### src/rigid_body_euler_step_unit_macros.svh
// Assertion macros for the rigid body Euler step unit.
// Expects clk and rst_n in the scope of each use; no other dependencies.
`ifndef RIGID_BODY_EULER_STEP_UNIT_MACROS_SVH
`define RIGID_BODY_EULER_STEP_UNIT_MACROS_SVH

// Antecedent implies consequent in the same cycle.
`define RBE_ASSERT_NOW(label, ante, cons, msg) \
  label: assert property (@(posedge clk) disable iff (!rst_n) (ante) |-> (cons)) \
    else $error(msg);

// Antecedent implies consequent in the next cycle.
`define RBE_ASSERT_NEXT(label, ante, cons, msg) \
  label: assert property (@(posedge clk) disable iff (!rst_n) (ante) |=> (cons)) \
    else $error(msg);

`endif

### src/rbe_pkg.sv
// Shared types, constants and helpers for the rigid body Euler step unit.
// No dependencies; design files refer to it by scoped names, test files import it.
package rbe_pkg;

  localparam int FRAC_BITS = 16;
  localparam int DATA_W    = 32;
  localparam int REG_W     = 31;
  localparam int CFG_IDX_W = 4;
  localparam int PROD_W    = 2 * DATA_W;
  localparam int QUO_W     = 2 * DATA_W;
  localparam int DIV_BITS_PER_STEP = 2;
  localparam int DIV_STEPS = QUO_W / DIV_BITS_PER_STEP;
  localparam int DIV_CNT_W = $clog2(DIV_STEPS);

  typedef logic signed [DATA_W-1:0] word_t;
  typedef logic [REG_W-1:0]         reg_val_t;
  typedef logic [1:0]               axis_t;

  localparam reg_val_t ONE_Q     = reg_val_t'(1) << FRAC_BITS;
  localparam word_t    WORD_MAX  = {1'b0, {(DATA_W-1){1'b1}}};
  localparam word_t    WORD_MIN  = {1'b1, {(DATA_W-1){1'b0}}};
  localparam axis_t    AXIS_X    = 2'd0;
  localparam axis_t    AXIS_Y    = 2'd1;
  localparam axis_t    AXIS_LAST = 2'd2;

  typedef enum logic [CFG_IDX_W-1:0] {
    REG_MASS      = 4'd0,
    REG_INERTIA_X = 4'd1,
    REG_INERTIA_Y = 4'd2,
    REG_INERTIA_Z = 4'd3
  } cfg_reg_t;

  typedef struct packed {
    logic  func;
    word_t force_x;
    word_t force_y;
    word_t force_z;
    word_t point_x;
    word_t point_y;
    word_t point_z;
  } rbe_in_t;

  typedef struct packed {
    word_t lin_vel_x;
    word_t lin_vel_y;
    word_t lin_vel_z;
    word_t ang_vel_x;
    word_t ang_vel_y;
    word_t ang_vel_z;
    word_t pos_x;
    word_t pos_y;
    word_t pos_z;
    word_t orient_x;
    word_t orient_y;
    word_t orient_z;
  } rbe_out_t;

  // Controller to datapath commands.
  typedef struct packed {
    logic  capture;
    logic  lin_load;
    logic  ang_load;
    logic  div_step;
    logic  lin_acc;
    logic  ang_acc;
    logic  mul_first;
    logic  mul_second;
    logic  integrate;
    logic  out_load;
    axis_t axis;
  } rbe_cmd_t;

  // Datapath to controller status.
  typedef struct packed {
    logic div_last;
  } rbe_status_t;

  // Signed add clamped to the word range.
  function automatic word_t sat_add(input word_t a, input word_t b);
    logic signed [DATA_W:0] s;
    s = {a[DATA_W-1], a} + {b[DATA_W-1], b};
    if (s[DATA_W] != s[DATA_W-1]) begin
      return s[DATA_W] ? WORD_MIN : WORD_MAX;
    end
    return s[DATA_W-1:0];
  endfunction

endpackage

### src/rbe_ctrl.sv
// Sequencing state machine for the rigid body Euler step unit.
// Depends on rbe_pkg for the command and status structs.
module rbe_ctrl (
  input  logic                 clk,
  input  logic                 rst_n,
  input  logic                 in_valid,
  output logic                 in_ready,
  input  logic                 out_ready,
  output logic                 out_valid,
  output logic                 busy,
  input  rbe_pkg::rbe_status_t status,
  output rbe_pkg::rbe_cmd_t    cmd
);

  typedef enum logic [9:0] {
    S_IDLE     = 10'b0000000001,
    S_LIN_LOAD = 10'b0000000010,
    S_DIV      = 10'b0000000100,
    S_LIN_ACC  = 10'b0000001000,
    S_MUL1     = 10'b0000010000,
    S_MUL2     = 10'b0000100000,
    S_ANG_LOAD = 10'b0001000000,
    S_ANG_ACC  = 10'b0010000000,
    S_INTEG    = 10'b0100000000,
    S_OUT      = 10'b1000000000
  } state_t;

  state_t                state_r, state_nxt;
  rbe_pkg::axis_t        axis_r, axis_nxt;
  logic                  ang_phase_r, ang_phase_nxt;
  logic                  out_valid_r, out_valid_nxt;

  assign in_ready  = (state_r == S_IDLE);
  assign busy      = !in_ready;
  assign out_valid = out_valid_r;

  always_comb begin
    state_nxt     = state_r;
    axis_nxt      = axis_r;
    ang_phase_nxt = ang_phase_r;
    cmd           = '0;
    cmd.axis      = axis_r;
    case (state_r)
      S_IDLE: begin
        if (in_valid) begin
          cmd.capture = 1'b1;
          axis_nxt    = rbe_pkg::AXIS_X;
          state_nxt   = S_LIN_LOAD;
        end
      end
      S_LIN_LOAD: begin
        cmd.lin_load  = 1'b1;
        ang_phase_nxt = 1'b0;
        state_nxt     = S_DIV;
      end
      S_DIV: begin
        cmd.div_step = 1'b1;
        if (status.div_last) begin
          state_nxt = ang_phase_r ? S_ANG_ACC : S_LIN_ACC;
        end
      end
      S_LIN_ACC: begin
        cmd.lin_acc = 1'b1;
        if (axis_r == rbe_pkg::AXIS_LAST) begin
          axis_nxt  = rbe_pkg::AXIS_X;
          state_nxt = S_MUL1;
        end else begin
          axis_nxt  = axis_r + rbe_pkg::AXIS_Y;
          state_nxt = S_LIN_LOAD;
        end
      end
      S_MUL1: begin
        cmd.mul_first = 1'b1;
        state_nxt     = S_MUL2;
      end
      S_MUL2: begin
        cmd.mul_second = 1'b1;
        state_nxt      = S_ANG_LOAD;
      end
      S_ANG_LOAD: begin
        cmd.ang_load  = 1'b1;
        ang_phase_nxt = 1'b1;
        state_nxt     = S_DIV;
      end
      S_ANG_ACC: begin
        cmd.ang_acc = 1'b1;
        if (axis_r == rbe_pkg::AXIS_LAST) begin
          state_nxt = S_INTEG;
        end else begin
          axis_nxt  = axis_r + rbe_pkg::AXIS_Y;
          state_nxt = S_MUL1;
        end
      end
      S_INTEG: begin
        cmd.integrate = 1'b1;
        state_nxt     = S_OUT;
      end
      S_OUT: begin
        // Wait for the result register to free up.
        if (!out_valid_r || out_ready) begin
          cmd.out_load = 1'b1;
          state_nxt    = S_IDLE;
        end
      end
      default: begin
        state_nxt = S_IDLE;
      end
    endcase
  end

  always_comb begin
    out_valid_nxt = out_valid_r;
    if (out_valid_r && out_ready) begin
      out_valid_nxt = 1'b0;
    end
    if (cmd.out_load) begin
      out_valid_nxt = 1'b1;
    end
  end

  always_ff @(posedge clk) begin
    if (!rst_n) begin
      state_r     <= S_IDLE;
      axis_r      <= rbe_pkg::AXIS_X;
      ang_phase_r <= 1'b0;
      out_valid_r <= 1'b0;
    end else begin
      state_r     <= state_nxt;
      axis_r      <= axis_nxt;
      ang_phase_r <= ang_phase_nxt;
      out_valid_r <= out_valid_nxt;
    end
  end

endmodule

### config.mk
export PLATFORM = sky130hd
export DESIGN_NAME = rbe_ctrl
export DESIGN_NICKNAME = d
export VERILOG_FILES = /design/src/rigid_body_euler_step_unit_macros.svh /design/src/rbe_pkg.sv /design/src/rbe_ctrl.sv
export SDC_FILE = /design/constraint.sdc
export NUM_CORES = 1
export LEC_CHECK = 0
export ABC_AREA = 1
export BUFFER_PORTS_ARGS = -buffer_cell sky130_fd_sc_hd__buf_2
export CAP_MARGIN = 20
export CORE_MARGIN = 2
export CORE_UTILIZATION = 50
export DETAILED_ROUTE_END_ITERATION = 8
export GPL_ROUTABILITY_DRIVEN = 0
export PLACE_DENSITY = 0.8
export SETUP_SLACK_MARGIN = 0.2
export SLEW_MARGIN = 20
export SYNTH_ARGS = -nofsm -noshare
export SYNTH_HDL_FRONTEND = slang
export SYNTH_SLANG_ARGS = --single-unit
export TNS_END_PERCENT = 50
### constraint.sdc
create_clock -name clk -period 1.4 [get_ports clk]
set_input_delay 0.07 -clock clk [delete_from_list [all_inputs] [get_ports clk]]
set_output_delay 0.07 -clock clk [all_outputs]
set_load 0.05 [all_outputs]
==> flow_summary.toml <==
[yosys]
synth_nets = 158
ys_ff_latch = 14
yosys.area.top_type = "dfxtp_1"
synthTopCellsByArea = "dfxtp_1, inv_1, nand2_1"
synth.distinct_cells = 23
synth_top_area_frac = 0.287
synth_cells = 150
synthesis.area_um2 = 976
syn_area_per_cell_um2 = 6.51
yosysSeqAreaShare = 0.287
yosysWarnings = 0

[global_routing]
grt_pass1_wl_um = 4500
grt.met2_usage = 0.529
gr-usage-met1 = 0.322
antenna_found_initial = 0
grt_pass1_vias = 1020
top_usage_layer = "met2"
grt_start_max_net_pins = 12
gr-total-overflow = 0
globalRouteTotalUtil = 0.286
grt_use_met3 = 0.0259

[drt]
ant_nets = 0
totalWireLength_um = 3150
drt_iter0_markers = 53
via_per_inst = 5.47
vias = 1149
wl_per_cell_um = 15.0
dr.pass1.iters = 4
drcViolationCount = 0

[floorplan]
die_w_um = 48.2
fp.coreArea_um2 = 1780
die-area_um2 = 2320
rows = 15
die_h_um = 48.2
num_io_pins = 20
initial_utilization = 0.547

[setup_path]
end_kind = "register"
reg2reg_setup_slack_ps = -150
cp_slowest_stage_delay_ps = 360
r2r-end = "state_r[0]$_SDFFE_PN1P_"
criticalPathCategory = "register to register"
required_ps = 1590
critPathArrivalTime_ps = 1740
path_max_fanout = 6
cpMostUsedCell = "nor2_4"
r2r_start = "state_r[7]$_SDFFE_PN0P_"
endpoint = "state_r[0]$_SDFFE_PN1P_"
worstSetupStartpoint = "state_r[7]$_SDFFE_PN0P_"
path_cells = "nor2_4, nand2_4, nor2_4, buf_4, nand4_1, nand3_4, inv_1, nand3_1, nand2_1"
start_kind = "register"
cpMaxStageDelayCell = "dfxtp_2"
r2r_cells = 9

[clocking]
cts_tree = "yes"
path_clk_slew_ps = 90
clk_latency_ps = 290
clkSinkCount = 14
clock_path_buffers = 2
root_buffer = "clkbuf_4"
htree_levels = 1
cts_made_buffers = 3

[timing]
timing.final.crit_share = 1.11
setup_ws_ps = -153
slew_headroom = 0.723
fmax_mhz = 644
setup-violations-final = 20
tightest_slew_ps = 415
clock-skew-final_ps = 7.02
slew_violations = 0
hold_viol = 0
layout_min_cycle_time_ps = 1550
rsz0062_at_grt = "yes"

[status]
run_status = "finished, violations left"
failed_checks = "setup timing"

[cells_and_area]
diodes = 0
area_delta_synth_final_pct = 60.3
multiInputGateArea_um2 = 731
final_area_um2 = 1560
stdcell_count = 210
seqCellArea_um2 = 302
drive_gt1_frac = 0.524
fin_nets = 194
fill_cells = 77

[pwr]
pwr-share-comb = 0.544
power.total_w = 0.00171
clockPowerShare = 0.178
internal-power_w = 0.000949
p_seq_frac = 0.278
switchingPower_w = 0.000758
leakage_nw = 0.737
p_per_area_nw_per_um2 = 1090
ir_worst_vdd_mv = 0.964
p_sw_frac = 0.444

[hold_path]
hold_class = "input port to register"

[run]
drv_cap = 0

[placed_design]
dp_slack_ps = 19.3
dpl.hpwl_um = 1710
place_inst = 193
dpl-instance-area_um2 = 1160
io_buffers = 19
==> metrics by stage <==
stage,hold slack [ps],util,TNS [ps]
4_1_cts,29.6,0.818,-610
6_report,18.3,0.877,-1060
3_3_place_gp,326,0.653,0
5_1_grt,31.2,0.877,-1920
2_1_floorplan,181,-,-179
3_5_place_dp,328,0.653,0
==> worst max-delay path, delay by kind of cell (launching register included) <==
kind	cells	cell delay, ps
buffers and inverters	2	180
DFF	1	360
and+or+nand+nor	7	910
==> what timing repair did <==
item | in CTS | in global routing
hold buffers | 0 | 0
gates resized for setup | 63 | 17
pin swaps | 14 | 16
setup endpoints to repair | 24 | 25
setup buffers | 8 | 5
==> state kept, by name, summed over array words and instances, names as in the netlist <==
register and cells:
out_valid 1, ang_phase_r 1, axis_r 2, state_r 10
==> cell usage after synthesis <==
| master | n |
|---|---|
| inv_1 | 29 |
| nand2_1 | 24 |
| nor2_1 | 22 |
| nand3_1 | 17 |
| dfxtp_1 | 14 |
| nand2_2 | 5 |
| nor3_1 | 5 |
| nor2_4 | 4 |
| a21oi_1 | 3 |
| ha_1 | 3 |
| inv_2 | 3 |
| nand3_2 | 3 |
| nand4_1 | 3 |
| nor2_2 | 3 |
| buf_4 | 2 |
| o21ai_0 | 2 |
| or2_1 | 2 |
| a21oi_2 | 1 |
| a31oi_1 | 1 |
| clkbuf_1 | 1 |
| inv_4 | 1 |
| nor3b_2 | 1 |
| nor4_4 | 1 |
==> cell type report <==
class / count / share of cell area
multi-input combinational: 100 / 0.467
tap: 25 / 0.0200
clock buffer: 4 / 0.0232
inverter: 33 / 0.0896
timing repair buffer: 34 / 0.207
sequential: 14 / 0.193
==> cell families (layout without fill, tap and decap cells) <==
kind of cell	after synthesis	after routing	synth area share
buf+inv	36	71	0.149
compound gates	7	7	0.0410
fa+ha+maj	3	3	0.0385
simple gates	90	90	0.485
flops	14	14	0.287
==> worst min path at each step <==
stage          startpoint                     end  slack [ps]  cells past startpoint
6_report            rst_n  axis_r[1]$_SDFFE_PN0P_          20                      3
5_1_grt             rst_n  axis_r[1]$_SDFFE_PN0P_          30                      3
4_1_cts             rst_n  axis_r[1]$_SDFFE_PN0P_          30                      3
3_5_place_dp        rst_n  axis_r[1]$_SDFFE_PN0P_         330                      3
3_3_place_gp        rst_n  axis_r[1]$_SDFFE_PN0P_         330                      3
2_1_floorplan       rst_n  axis_r[1]$_SDFFE_PN0P_         180                      2
==> power by group through the flow <==
| stage | combinational (W) | sequential, W | clock (W) |
|---|---|---|---|
| after floorplan | 0.000481 | 0.000534 | 0 |
| after global placement | 0.000651 | 0.000479 | 0 |
| after detailed placement | 0.000664 | 0.000483 | 0 |
| after CTS | 0.000824 | 0.000471 | 0.000294 |
| after global routing | 0.000993 | 0.000481 | 0.000319 |
| final | 0.000928 | 0.000475 | 0.000304 |
==> routing by layer <==
| metal | up-vias | part of all wire |
|---|---|---|
| met3 | 15 | 0.062 |
| met5 | - | 0 |
| met2 | 66 | 0.52 |
| met1 | 533 | 0.38 |
| met4 | 0 | 0.034 |
| li1 | 535 | - |
==> cell usage in the layout (no fill, tap or decap), types with 4 or more instances in the layout <==
| cell | n |
|---|---|
| buf_6 | 5 |
| buf_8 | 9 |
| nand2_1 | 21 |
| nor2_4 | 13 |
| inv_2 | 6 |
| nor2_1 | 13 |
| buf_2 | 7 |
| nand3_2 | 6 |
| dfxtp_1 | 5 |
| buf_4 | 13 |
| inv_1 | 22 |
| dfxtp_2 | 5 |
| nand2_4 | 5 |
| nand3_1 | 11 |
| dfxtp_4 | 4 |
No activity file was read; power rests on OpenSTA's default activity.
